File: config.mk
export PLATFORM = sky130hd
export DESIGN_NAME = homeostatic_spiking_neuron_top
export DESIGN_NICKNAME = d
export VERILOG_FILES = /design/src/rtl/hsn_pkg.sv /design/src/rtl/homeostatic_spiking_neuron_top.sv /design/src/rtl/hsn_votes.sv /design/src/rtl/hsn_core.sv
export SDC_FILE = /design/constraint.sdc
export NUM_CORES = 1
export LEC_CHECK = 0
export ABC_AREA = 1
export BUFFER_PORTS_ARGS = -buffer_cell sky130_fd_sc_hd__buf_2
export CAP_MARGIN = 10
export CORE_ASPECT_RATIO = 1.4
export CORE_UTILIZATION = 40
export CTS_CLUSTER_DIAMETER = 80
export DETAILED_ROUTE_END_ITERATION = 8
export PLACE_DENSITY = 0.54
export SLEW_MARGIN = 5
export SYNTH_ARGS = -nofsm -noshare
export SYNTH_HDL_FRONTEND = slang
export SYNTH_SLANG_ARGS = --single-unit
File: constraint.sdc
create_clock -name clk -period 41.1 [get_ports clk]
set_input_delay 2.055 -clock clk [delete_from_list [all_inputs] [get_ports clk]]
set_output_delay 2.055 -clock clk [all_outputs]
set_load 0.005 [all_outputs]
File: src/rtl/hsn_pkg.sv
// Types and constants of the homeostatic spiking neuron.
package hsn_pkg;

	localparam int SYNAPSES      = 8;
	localparam int WEIGHT_MAX    = 15;
	localparam int THRESHOLD_MAX = 128;

	localparam int PULSE_W   = 8;
	localparam int FEED_W    = 16;
	localparam int CODE_W    = 2;
	localparam int CODES     = FEED_W / CODE_W;
	localparam int THR_W     = 8;
	localparam int VOLT_W    = 11;
	localparam int VOTE_W    = 8;
	localparam int WEIGHT_W  = $clog2(WEIGHT_MAX + 1);
	localparam int PROD_W    = 2 * WEIGHT_W;
	localparam int SUM_W     = PROD_W + $clog2(SYNAPSES) + 1;
	localparam int POP_W     = $clog2(SYNAPSES + 1);
	localparam int NCOUNT_W  = $clog2(CODES + 1);

	localparam logic [THR_W-1:0]  THRESHOLD_RESET = THR_W'(4);
	localparam logic [VOLT_W-1:0] VOLT_SAT        = {VOLT_W{1'b1}};
	localparam logic [VOTE_W-1:0] VOTE_SAT        = {VOTE_W{1'b1}};

	localparam logic OP_PULSE    = 1'b0;
	localparam logic OP_REGULATE = 1'b1;

	localparam logic [CODE_W-1:0] FB_INHIBIT   = 2'd2;
	localparam logic [CODE_W-1:0] FB_STIMULATE = 2'd3;

	localparam logic [1:0] REG_IDLE      = 2'd0;
	localparam logic [1:0] REG_ACTIVE    = 2'd1;
	localparam logic [1:0] REG_INHIBIT   = 2'd2;
	localparam logic [1:0] REG_STIMULATE = 2'd3;

	typedef struct packed {
		logic              op;
		logic [PULSE_W-1:0] pulses;
		logic [FEED_W-1:0]  feedback;
	} item_t;

	typedef struct packed {
		logic              fired;
		logic [1:0]        regulation_code;
		logic [THR_W-1:0]  threshold_now;
		logic [VOLT_W-1:0] voltage_now;
	} result_t;

endpackage

File: src/rtl/homeostatic_spiking_neuron_top.sv
// Top level of the homeostatic spiking neuron with its input and result registers.
// The neuron takes one beat per clock cycle while the output side keeps up, and gives
// one result beat per input beat. A beat is held in the input register, its whole
// state update is computed combinationally, and the result is registered, so a result
// beat is presented from the result register after its input beat has left the input
// register, and can be taken at a clock edge when the output side is ready. The rate
// is set by the update of the neuron state, which each beat reads and writes.
// While a result waits at the output, one more input beat can still be taken.
module homeostatic_spiking_neuron_top (
	input  logic                         clk,
	input  logic                         arst_n,
	input  logic                         in_valid,
	output logic                         in_ready,
	input  logic                         op,
	input  logic [hsn_pkg::PULSE_W-1:0]  pulses,
	input  logic [hsn_pkg::FEED_W-1:0]   feedback,
	output logic                         out_valid,
	input  logic                         out_ready,
	output logic                         fired,
	output logic [1:0]                   regulation_code,
	output logic [hsn_pkg::THR_W-1:0]    threshold_now,
	output logic [hsn_pkg::VOLT_W-1:0]   voltage_now
);
	import hsn_pkg::*;

	item_t   item_s1;
	logic    valid_s1;
	result_t res_c;
	result_t res_q;
	logic    out_valid_q;
	logic    advance;
	logic    take;

	assign advance  = valid_s1 && (!out_valid_q || out_ready);
	assign in_ready = !valid_s1 || advance;
	assign take     = in_valid && in_ready;

	always_ff @(posedge clk or negedge arst_n) begin
		if (!arst_n) begin
			valid_s1    <= 1'b0;
			out_valid_q <= 1'b0;
		end else begin
			if (take)
				valid_s1 <= 1'b1;
			else if (advance)
				valid_s1 <= 1'b0;
			if (advance)
				out_valid_q <= 1'b1;
			else if (out_ready)
				out_valid_q <= 1'b0;
		end
	end

	always_ff @(posedge clk) begin
		if (take)
			item_s1 <= '{op: op, pulses: pulses, feedback: feedback};
		if (advance)
			res_q <= res_c;
	end

	hsn_core u_core (
		.clk    (clk),
		.arst_n (arst_n),
		.step   (advance),
		.item   (item_s1),
		.result (res_c)
	);

	assign out_valid       = out_valid_q;
	assign fired           = res_q.fired;
	assign regulation_code = res_q.regulation_code;
	assign threshold_now   = res_q.threshold_now;
	assign voltage_now     = res_q.voltage_now;

endmodule

File: src/rtl/hsn_votes.sv
// Saturating inhibit and stimulate vote counting over the feedback codes.
module hsn_votes (
	input  logic [hsn_pkg::FEED_W-1:0] feedback,
	input  logic [hsn_pkg::VOTE_W-1:0] inhibit_votes,
	input  logic [hsn_pkg::VOTE_W-1:0] stimulate_votes,
	output logic [hsn_pkg::VOTE_W-1:0] inhibit_next,
	output logic [hsn_pkg::VOTE_W-1:0] stimulate_next
);
	import hsn_pkg::*;

	logic [NCOUNT_W-1:0] n_inh;
	logic [NCOUNT_W-1:0] n_stim;
	logic [VOTE_W:0]     sum_inh;
	logic [VOTE_W:0]     sum_stim;

	always_comb begin
		n_inh  = '0;
		n_stim = '0;
		for (int i = 0; i < CODES; i++) begin
			if (feedback[CODE_W*i +: CODE_W] == FB_INHIBIT)
				n_inh = n_inh + NCOUNT_W'(1);
			else if (feedback[CODE_W*i +: CODE_W] == FB_STIMULATE)
				n_stim = n_stim + NCOUNT_W'(1);
		end
		sum_inh  = {1'b0, inhibit_votes} + (VOTE_W+1)'(n_inh);
		sum_stim = {1'b0, stimulate_votes} + (VOTE_W+1)'(n_stim);
		inhibit_next   = sum_inh[VOTE_W] ? VOTE_SAT : sum_inh[VOTE_W-1:0];
		stimulate_next = sum_stim[VOTE_W] ? VOTE_SAT : sum_stim[VOTE_W-1:0];
	end

endmodule

File: src/rtl/hsn_core.sv
// Neuron state registers and the combinational next-state update for one item.
module hsn_core (
	input  logic             clk,
	input  logic             arst_n,
	input  logic             step,
	input  hsn_pkg::item_t   item,
	output hsn_pkg::result_t result
);
	import hsn_pkg::*;

	logic [THR_W-1:0]    thr_q, thr_n, thr_up, thr_dn;
	logic [WEIGHT_W-1:0] w_q [SYNAPSES];
	logic [WEIGHT_W-1:0] w_n [SYNAPSES];
	logic [WEIGHT_W-1:0] w_up [SYNAPSES];
	logic [WEIGHT_W-1:0] w_dn [SYNAPSES];
	logic [WEIGHT_W-1:0] w_cons [SYNAPSES];
	logic [WEIGHT_W-1:0] st_q [SYNAPSES];
	logic [WEIGHT_W-1:0] st_n [SYNAPSES];
	logic [VOLT_W-1:0]   volt_q, volt_n, volt_up, volt_dn;
	logic                fire_q, fire_n;
	logic [1:0]          reg_q, reg_n, reg_keep;
	logic [VOTE_W-1:0]   inh_q, inh_n, inh_v;
	logic [VOTE_W-1:0]   stim_q, stim_n, stim_v;
	logic [SUM_W-1:0]    sum_up, sum_dn;
	logic [POP_W-1:0]    pop;
	logic                pbit;

	hsn_votes u_votes (
		.feedback        (item.feedback),
		.inhibit_votes   (inh_q),
		.stimulate_votes (stim_q),
		.inhibit_next    (inh_v),
		.stimulate_next  (stim_v)
	);

	always_comb begin
		thr_up   = (thr_q < THR_W'(THRESHOLD_MAX)) ? thr_q + THR_W'(1) : thr_q;
		thr_dn   = (thr_q != '0) ? thr_q - THR_W'(1) : thr_q;
		reg_keep = fire_q ? REG_ACTIVE : REG_IDLE;
		sum_up   = '0;
		sum_dn   = '0;
		pop      = '0;
		for (int i = 0; i < SYNAPSES; i++) begin
			w_up[i] = (w_q[i] < WEIGHT_W'(WEIGHT_MAX)) ? w_q[i] + WEIGHT_W'(1) : w_q[i];
			w_dn[i] = (w_q[i] != '0) ? w_q[i] - WEIGHT_W'(1) : w_q[i];
			w_cons[i] = (fire_q && st_q[i] != '0) ? w_up[i] : w_dn[i];
			if (w_q[i] < WEIGHT_W'(WEIGHT_MAX))
				sum_up = sum_up + SUM_W'(PROD_W'(w_up[i]) * PROD_W'(st_q[i]));
			if (w_q[i] != '0)
				sum_dn = sum_dn + SUM_W'(PROD_W'(w_dn[i]) * PROD_W'(st_q[i]));
			pbit    = (i < PULSE_W) && item.pulses[i % PULSE_W];
			st_n[i] = pbit ? w_q[i] : '0;
			pop     = pop + POP_W'(pbit);
		end
		volt_up = (sum_up > SUM_W'(VOLT_SAT)) ? VOLT_SAT : sum_up[VOLT_W-1:0];
		volt_dn = (sum_dn > SUM_W'(VOLT_SAT)) ? VOLT_SAT : sum_dn[VOLT_W-1:0];
	end

	always_comb begin
		thr_n  = thr_q;
		w_n    = w_q;
		volt_n = volt_q;
		fire_n = fire_q;
		reg_n  = reg_q;
		inh_n  = inh_q;
		stim_n = stim_q;
		if (item.op == OP_PULSE) begin
			volt_n = VOLT_W'(pop);
			fire_n = VOLT_W'(pop) > VOLT_W'(thr_q);
		end else if (inh_v > stim_v && fire_q) begin
			inh_n  = inh_v;
			stim_n = stim_v;
			thr_n  = thr_up;
			reg_n  = reg_keep;
			if (volt_q >= VOLT_W'(thr_up)) begin
				w_n    = w_dn;
				volt_n = volt_dn;
				if (volt_dn >= VOLT_W'(thr_up))
					reg_n = REG_INHIBIT;
			end
		end else if (inh_v < stim_v && !fire_q) begin
			inh_n  = inh_v;
			stim_n = stim_v;
			thr_n  = thr_dn;
			reg_n  = reg_keep;
			if (volt_q <= VOLT_W'(thr_dn)) begin
				w_n    = w_up;
				volt_n = volt_up;
				if (volt_up <= VOLT_W'(thr_dn))
					reg_n = REG_STIMULATE;
			end
		end else begin
			inh_n  = '0;
			stim_n = '0;
			w_n    = w_cons;
			reg_n  = reg_keep;
		end
	end

	always_ff @(posedge clk or negedge arst_n) begin
		if (!arst_n) begin
			thr_q  <= THRESHOLD_RESET;
			volt_q <= '0;
			fire_q <= 1'b0;
			reg_q  <= REG_IDLE;
			inh_q  <= '0;
			stim_q <= '0;
			for (int i = 0; i < SYNAPSES; i++) begin
				w_q[i]  <= '0;
				st_q[i] <= '0;
			end
		end else if (step) begin
			thr_q  <= thr_n;
			volt_q <= volt_n;
			fire_q <= fire_n;
			reg_q  <= reg_n;
			inh_q  <= inh_n;
			stim_q <= stim_n;
			w_q    <= w_n;
			if (item.op == OP_PULSE)
				st_q <= st_n;
		end
	end

	assign result.fired           = fire_n;
	assign result.regulation_code = reg_n;
	assign result.threshold_now   = thr_n;
	assign result.voltage_now     = volt_n;

endmodule

Yosys cells after proc, flatten, opt, wreduce, memory -nomap -nowiden
Cells that the tools add are included.
{"block": "word_totals", "in_bits": 29, "output_inout_bits": 24, "wordCells": 285, "ff_bits": 151}
{"block": "classes", "reduce_logical": 39, "n_eq_ne": 18, "muxes": 107, "mul": 16, "addsub": 55, "bitwise_logic": 1, "n_lt_le_gt_ge": 18}
{"operator": "4-bit 2-to-1 mux", "count": 53}
{"operator": "12-bit 2-to-1 mux", "count": 14}
{"operator": "12-bit by 8-bit adder with 12-bit output", "count": 13}
{"operator": "4-bit by 4-bit multiplier with 8-bit output", "count": 16}
{"operator": "32-bit 2-to-1 mux", "count": 4}
{"operator": "8-bit 2-to-1 mux", "count": 13}
{"operator": "4-bit by 1-bit adder with 4-bit output, second input constant", "count": 22}
{"operator": "11-bit 2-to-1 mux", "count": 7}
{"operator": "4-bit nonzero test", "count": 16}
{"operator": "2-bit == test, second input constant", "count": 16}
{"operator": "4-bit less-than comparator, second input constant", "count": 8}
{"operator": "4-bit by 1-bit subtractor with 4-bit output, second input constant", "count": 8}
{"operator": "4-bit by 1-bit adder with 4-bit output", "count": 6}
{"operator": "12-bit by 11-bit > comparator with 1-bit output, second input constant", "count": 2}
{"operator": "11-bit by 8-bit greater-or-equal comparator with 1-bit output", "count": 2}
{"operator": "11-bit by 8-bit <= comparator with 1-bit output", "count": 2}
{"operator": "8-bit by 4-bit adder with 9-bit output", "count": 2}
{"operator": "2-bit 2-to-1 mux", "count": 7}
{"operator": "1-bit logical AND", "count": 12}
{"operator": "8-bit by 8-bit adder with 9-bit output", "count": 1}
{"operator": "1-bit 2-to-1 mux", "count": 9}
{"operator": "8-bit by 1-bit adder with 8-bit output, second input constant", "count": 1}
{"operator": "4-bit by 8-bit > comparator with 1-bit output", "count": 1}
{"operator": "8-bit > comparator", "count": 1}
{"operator": "other kinds (13)", "count": 18}

Longest topological paths before layout
Gate-level depths: netlist (run 1).
{"block": "logic_depth", "depth_word": 31, "ltp_mapped": 90, "depth_no_buf": 89}

Cells and area by module
A second synthesis (run 1) with hierarchy kept.
{"block": "hier_totals", "hier_cells": 3520, "hier_area_um2": 24671.2}
{"mod": "hsn_core", "n_inst": 1, "area_each_um2": 21323.0, "cells_each": 3118, "seq_area_each_um2": 2553.7}
{"mod": "hsn_votes", "n_inst": 1, "area_each_um2": 1841.8, "cells_each": 343, "seq_area_each_um2": 0.0}
{"mod": "homeostatic_spiking_neuron_top", "n_inst": 1, "area_each_um2": 1506.4, "cells_each": 59, "seq_area_each_um2": 1461.4}

Least setup slack after synthesis (run 1)
No wires, ideal clock.
{"block": "synth_timing", "path_kind": "register to register", "start": "register u_core.w_q[28] (netlist name)", "end": "register res_q, in the netlist regulation_code[1] (data pin)", "path_buffers": 1, "path_stages_with_launch": 75, "setup_time_ns": 0.271, "t_arrival_ns": 14.054, "setup_slack_ns": 26.775, "period_less_slack_ns": 14.325, "cell_sequence": "dfrtp_1 -> inv_1 -> ha_1 -> or2_2 -> a21oi_1 -> nand2_1 -> fa_1 -> inv_1 -> fa_1 -> fa_1 -> nand2_1 -> fa_1 -> inv_1 -> ha_1 -> xnor2_1 -> o21ai_1 -> fa_1 -> inv_1 -> (+39 left out) -> a21oi_1 -> nor2_1 -> inv_1 -> nor2_2 -> nand4_1 -> nand2_2 -> buf_4 -> nand2_1 -> ha_1 -> nand2_1 -> nor2_1 -> a211oi_1 -> nand2_1 -> a211o_1 -> a21oi_1 -> nand4_1 -> a21oi_1 -> a22oi_1"}
{"item": "start: declaration", "line": "hsn_core.sv:12", "text": "logic [WEIGHT_W-1:0] w_q [SYNAPSES];"}
{"item": "start signal: assignment", "line": "hsn_core.sv:119", "text": "w_q <= w_n;"}
{"item": "end signal: assignment", "line": "homeostatic_spiking_neuron_top.sv:58", "text": "res_q <= res_c;"}
{"item": "end: declaration", "line": "homeostatic_spiking_neuron_top.sv:29", "text": "result_t res_q;"}

==> results of run 1 <==
final cells by class:
type                    instances  area share (%)
clock buffers                  18            1.68
clock inverters                14           0.577
inverters                     656            9.64
multi-input cells            2539            67.2
flip-flops and latches        151            15.7
well taps                     749            3.66
repair buffers                 71            1.58
metrics by stage:
step / hold slack [ps] / setup slack (ps) / instances / util [%]
after floorplan: 449 / 26780 / 3400 / -
after global placement: 464 / 25210 / 4166 / 42.5
after detailed placement: 466 / 25060 / 4166 / 42.5
after CTS: 483 / 25040 / 4198 / 43.5
after global routing: 510 / 23910 / 4198 / 43.5
final: 482 / 25090 / 4198 / 43.5
cells in the mapped netlist, types with 3 or more instances:
cell	n	share of area (%)
a21boi_1	5	0.16
a21o_1	3	0.094
a21oi_1	155	3.2
a31oi_1	22	0.58
a41oi_1	6	0.22
and2_1	6	0.16
buf_1	3	0.047
buf_2	8	0.17
clkbuf_1	39	0.61
clkinv_1	7	0.11
dfrtp_1	103	11
edfxtp_1	47	5.9
fa_1	140	12
ha_1	360	19
inv_1	631	9.9
inv_2	17	0.27
nand2_1	803	13
nand2_2	11	0.29
nand2_4	5	0.24
nand3_1	175	3.7
nand3_2	15	0.63
nand3b_1	12	0.38
nand4_1	16	0.42
nor2_1	287	4.5
nor2_2	7	0.18
nor2_4	3	0.14
nor3_1	20	0.42
nor4_1	7	0.18
o211ai_1	38	1.2
o21a_1	15	0.47
o21ai_0	212	4.4
o21ai_1	28	0.59
o21ai_2	4	0.15
o21bai_1	7	0.22
o22ai_1	18	0.47
or2_1	3	0.079
or2_2	36	0.94
xnor2_1	30	1.1
xor2_1	62	2.3
worst min-delay path, stage by stage, from the launching register on:
cell and delay, ps:
dfrtp_1 340, nand2_1 50, nand2_1 50
sequential cells by signal, summed over array words and instances, names as in the netlist:
name	count
out_valid	1
u_core.stim_q	8
regulation_code	2
voltage_now	11
u_core.volt_q	11
item_s1	25
u_core.fire_q	1
u_core.w_q	32
u_core.thr_q	8
fired	1
valid_s1	1
u_core.reg_q	2
u_core.st_q	32
u_core.inh_q	8
threshold_now	8
final timing paths:
check                                 start                 end  slack, ps  cells past startpoint
max                          u_core.w_q[24]  regulation_code[1]      25090                     72
min                        u_core.volt_q[0]    u_core.volt_q[0]        480                      2
max reg2reg                  u_core.w_q[24]  regulation_code[1]      25090                     72
min reg2reg                u_core.volt_q[0]    u_core.volt_q[0]        480                      2
max in group asynchronous            arst_n     u_core.st_q[19]      38150                      2
min in group asynchronous            arst_n           out_valid       1620                      1
per-layer routing:
layer  vias up  GRT usage [%]  share of wire [%]  wire length [microns]
met5         -              0                  0                      0
met4         0           11.1                4.6                   3080
met3       129           2.48                1.9                   1270
met2       314           45.2                 55                  36500
met1      9880           23.0                 39                  25900
li1      11000              -                  -                      -
cell families after synthesis:
logic type | Yosys count | synth area share (%)
buffers and inverters | 710 | 11.3
xor gates and xnor gates | 92 | 3.37
DFF | 151 | 16.8
adders and majority gates | 500 | 30.6
AOI/OAI and AO/OA | 528 | 12.3
and+or+nand+nor | 1417 | 25.4
muxes | 2 | 0.0943
==> metrics.md, run 1 <==
| Metric | Value |
|---|---|
| CP peak stage delay | `550 ps` |
| Final Max Tran Viols | `0` |
| Commonest non-fill, non-tap cell in the layout | `nand2_1` |
| FMAX | `62.5 MHz` |
| Drc violations | `0` |
| Top delay family on crit path | `adder cells` |
| Core Area | `58900 sq um` |
| Clk pin slew, worst setup/hold paths | `70 ps` |
| CP Capture Type | `register` |
| Fillers | `6268` |
| FFs w/ async S/R, synth | `68.9%` |
| Register Area | `4020 sq um` |
| Startpoint Class | `register` |
| Cts repair resizes | `0` |
| Final setup TNS | `0 ps` |
| Antenna violations before repair | `0` |
| GPL Wtd Cong | `0.893` |
| Hold WC Path Type | `register to register` |
| Post-synth EDFFs | `47` |
| Die height | `291 microns` |
| Crit Path Max Fanout | `15` |
| Post-DP Area | `25000 sq um` |
| H-tree levels | `4` |
| Die area | `60700 sq um` |
| Clock skew | `16.3 ps` |
| Die outline width | `209 microns` |
| Area added between synthesis and finish | `7.09%` |
| First-pass GRT wire length | `108000 microns` |
| Final worst path period share | `38.9%` |
| Grt total ovfl | `0` |
| Net count after synthesis | `3929` |
| Cell Area, Synth | `23900 sq um` |
| Layout Nets | `3965` |
| CTS tree | `done` |
| Sequential area share after synthesis | `16.8%` |
| WL/cell | `15.9 microns` |
| Top_reg_cell synth | `dfrtp_1` |
| Avg Cell Area, Syn | `7.03 sq um` |
| Most common cell on crit path | `inv_1` |
| Dpl hpwl | `55800 microns` |
| Detail-routed via count per cell | `5.08` |
| Crit path time final | `16010 ps` |
| Synth cell types | `62` |
| Post-CTS Setup Bufs | `0` |
| Status | `finished, final reports clean` |
| CP required | `41340 ps` |
| Vias | `21300` |
| IO Pins | `53` |
| Synth Instances | `3400` |
| Vias in the first global route | `21800` |
| Worst-Skew Late Latency | `510 ps` |
| DRT iter0 DRCs | `1084` |
| Slowest stage cell, crit path | `fa_1` |
| Cell Rows | `105` |
| Final instance area | `25600 sq um` |
| CTS root buf | `clkbuf_16` |
| Port bufs | `52` |
| Footprint of the multi-input gates | `17200 sq um` |
| Synth Warn # | `0` |
| RSZ-0062 raised after global routing | `no` |
| Least-Margin Pin Slew | `1120 ps` |
| Critical path data arrival time | `16250 ps` |
| Max-slew headroom | `24.7%` |
| Endpoints failing setup | `0` |
| WL final | `66800 microns` |
| Max Buffers Root-to-Sink | `2` |
| Layout cells sized above 1 | `6.29%` |
| Max-Cap Viols | `0` |
| Cts hold-fix bufs | `0` |
| Number of buffers created by CTS | `17` |
| Commonest non-fill, non-tap cells in the layout | `nand2_1, inv_1, ha_1` |
| Synthesis-stage register bit count | `151` |
| Setup Crit Path Kind | `register to register` |
| Global-route usage over all layers | `22.7%` |
| Routed Antenna Nets | `0` |
| Pin count of the biggest net entering global routing | `66` |
| N_diodes | `0` |
| Final hold violations | `0` |
| CP bufs+invs | `12` |
| Starting density of the core | `40.6%` |
| Clock sinks | `151` |
| DRT Pass-1 Iters | `8` |
Power of run 1 is left out: the tool's default activity adds up to more than one toggle a clock period on the data nets, which glitch-free logic cannot reach.
==> run 2, diff against run 1 <==
Settings changed: ABC_AREA 1 to 0.
Clock period 41.1 ns to 16.26 ns, I/O delays scaled along.
==> metrics.md, run 2 <==
| Metric | Value |
|---|---|
| Status | `finished, final reports clean` |
| First-pass GRT wire length | `113000 microns (+5.0%)` |
| Starting density of the core | `40.4% (-0.20 points)` |
| Setup Crit Path Kind | `register to register` |
| Top Registers | `u_core.st_q: 32 flops, u_core.w_q: 32 flops, item_s1: 25 flops` |
| Post-DP Area | `26200 sq um (+4.9%)` |
| Synth area leaders | `ha_1, fa_1, dfrtp_1` |
| DRT iter0 DRCs | `895 (-17%)` |
| Number of buffers created by CTS | `17 (unchanged)` |
| RSZ-0062 raised after global routing | `yes` |
| Post-synth EDFFs | `47 (unchanged)` |
| Max-slew headroom | `27.2% (+2.5 points)` |
| Worst reg-to-reg setup slack | `450 ps (-24640 ps)` |
| Commonest non-fill, non-tap cells in the layout | `nand2_1, ha_1, inv_1` |
| Die outline width | `211 microns (+1.4%)` |
| CP Capture Type | `register` |
| Final instance area | `27800 sq um (+8.7%)` |
| Pin count of the biggest net entering global routing | `65 (-1.5%)` |
| Core Area | `60800 sq um (+3.3%)` |
| H-tree levels | `4 (unchanged)` |
| Die height | `295 microns (+1.4%)` |
| Clk pin slew, worst setup/hold paths | `70 ps (about the same)` |
| N_diodes | `0 (unchanged)` |
| Final Max Tran Viols | `0 (unchanged)` |
| CP peak stage delay | `560 ps (about the same)` |
| Max Buffers Root-to-Sink | `2 (unchanged)` |
| Crit path time final | `15810 ps (-197 ps)` |
| Area added between synthesis and finish | `13.3%` |
| Synth Instances | `3028 (-11%)` |
| WL final | `69800 microns (+4.5%)` |
| Detail-routed via count per cell | `5.51 (+8.6%)` |
| DRT Pass-1 Iters | `5 (-3)` |
| Vias in the first global route | `22800 (+4.8%)` |
| Crit Path Max Fanout | `5 (-10)` |
| Global-route usage over all layers | `22.9% (+0.20 points)` |
| Post-synth top area share | `18.4% (-0.51 points)` |
| Final setup margin | `450 ps (-24640 ps)` |
| Register Area | `4020 sq um (unchanged)` |
| Critical path data arrival time | `16130 ps (-120 ps)` |
| Final worst path period share | `97.2% (+58 points)` |
| CTS tree | `done` |
| Avg Cell Area, Syn | `8.11 sq um (+15%)` |
| Commonest non-fill, non-tap cell in the layout | `nand2_1` |
| Routed Antenna Nets | `0 (unchanged)` |
| FFs w/ async S/R, synth | `68.9% (unchanged)` |
| Clock skew | `18.2 ps (+1.88 ps)` |
| Least-Margin Pin Slew | `1090 ps (-32.4 ps)` |
| Fillers | `6158 (-1.8%)` |
| Top_reg_cell synth | `dfrtp_1` |
| Grt total ovfl | `0 (unchanged)` |
| Max-Cap Viols | `0 (unchanged)` |
| Dpl hpwl | `57400 microns (+2.9%)` |
| Layout cells sized above 1 | `13.5% (+7.2 points)` |
| Synth cell count leaders | `ha_1, nand2_1, inv_1, nor2_1, o21ai_0` |
| Net count after synthesis | `3557 (-9.5%)` |
| Port bufs | `52 (unchanged)` |
| Hold WC Path Type | `primary input to asynchronous set/reset pin` |
| Largest area contributor in the netlist | `ha_1` |
| Most common cell on crit path | `fa_1` |
| Synthesis-stage register bit count | `151 (unchanged)` |
| Slowest stage cell, crit path | `fa_1` |
| Sequential area share after synthesis | `16.4% (-0.45 points)` |
| Footprint of the multi-input gates | `19600 sq um (+14%)` |
| Antenna violations before repair | `0 (unchanged)` |
| Synth cell types | `91 (+47%)` |
| Worst-Skew Late Latency | `480 ps (-30 ps)` |
| Die area | `62400 sq um (+2.7%)` |
| FMAX | `63.3 MHz (+1.2%)` |
| Cts hold-fix bufs | `0 (unchanged)` |
| Clock sinks | `151 (unchanged)` |
| Drc violations | `0 (unchanged)` |
| Synth Warn # | `0 (unchanged)` |
| WL/cell | `17.6 microns (+11%)` |
| IO Pins | `53 (unchanged)` |
| Cell Rows | `107 (+1.9%)` |
| CP bufs+invs | `10 (-2)` |
| Most frequent cell after synthesis | `ha_1` |
| CP required | `16580 ps (-24760 ps)` |
| Final hold violations | `0 (unchanged)` |
| CTS root buf | `clkbuf_16` |
| GPL Wtd Cong | `0.917 (+2.7%)` |
| Placement Setup Slack | `-302 ps (-25360 ps)` |
| Startpoint Class | `register` |
| Cell Area, Synth | `24500 sq um (+2.8%)` |
| Layout Nets | `3658 (-7.7%)` |
| Endpoints failing setup | `0 (unchanged)` |
| Top delay family on crit path | `adder cells` |
| Vias | `21800 (+2.4%)` |
-- run 2: logic make-up after synthesis --
family          count (synthesis)  synth area share [%]
compound gates                640                  17.0
xor+xnor                      150                  5.41
simple gates                 1068                  21.1
mux                            84                  3.63
fa+ha+maj                     502                  29.9
flops                         151                  16.4
buf+inv                       433                  6.73
-- run 2: metal layers --
layer  up-vias  global-route usage [%]  part of all wire, %
li1      10700                       -                    -
met1     10600                    22.5                   37
met2       391                    46.3                   56
met3       153                    2.37                  2.5
met4         0                    11.7                  4.9
met5         -                       0                    0
-- run 2: final timing paths --
check | startpoint | endpoint | cells past startpoint
min in group clk | u_core.stim_q[3] | u_core.stim_q[3] | 2
max in group asynchronous | arst_n | u_core.volt_q[8] | 2
worst max register to register | u_core.w_q[28] | regulation_code[0] | 76
worst min register to register | u_core.stim_q[3] | u_core.stim_q[3] | 2
worst max-delay path | u_core.w_q[28] | regulation_code[0] | 76
worst min-delay path | arst_n | u_core.st_q[28] | 1
-- run 2: through the flow --
stage          hold slack [ps]  std cells  util, %  TNS, ps
2_1_floorplan              456       3028        -        0
3_3_place_gp               478       3891     43.2        0
3_5_place_dp               482       3891     43.2    -1030
4_1_cts                    356       3930     44.3        0
5_1_grt                    395       3959     45.7     -947
6_report                   355       3959     45.7        0
-- run 2: worst reg2reg max path, delay by kind of cell, from the launching register on --
kind	cells	cell delay, ps
flip-flops	1	420
buffers and inverters	10	950
AND/OR/NAND/NOR	18	2260
AO/OA/AOI/OAI	25	3890
XOR/XNOR	2	250
multiplexers	2	600
adder cells (fa/ha/maj)	19	7290
-- run 2: timing repair --
| item | in CTS | in global routing |
|---|---|---|
| resized for setup | 15 | 144 |
| pin swaps | 8 | 85 |
| setup buffers | 7 | 29 |
| gates cloned | 0 | 0 |
| endpoints found under the hold margin | 0 | 0 |
| endpoints found under the setup margin | 4 | 4 |
-- run 2: final cells by class --
type                    count  area share, %
repair buffers            200           5.01
inverters                 315           4.25
flip-flops and latches    151           14.4
clock inverters            13          0.504
multi-input cells        2444           70.5
well taps                 817           3.68
clock buffers              19           1.59
Power of run 2 is left out for the same reason.
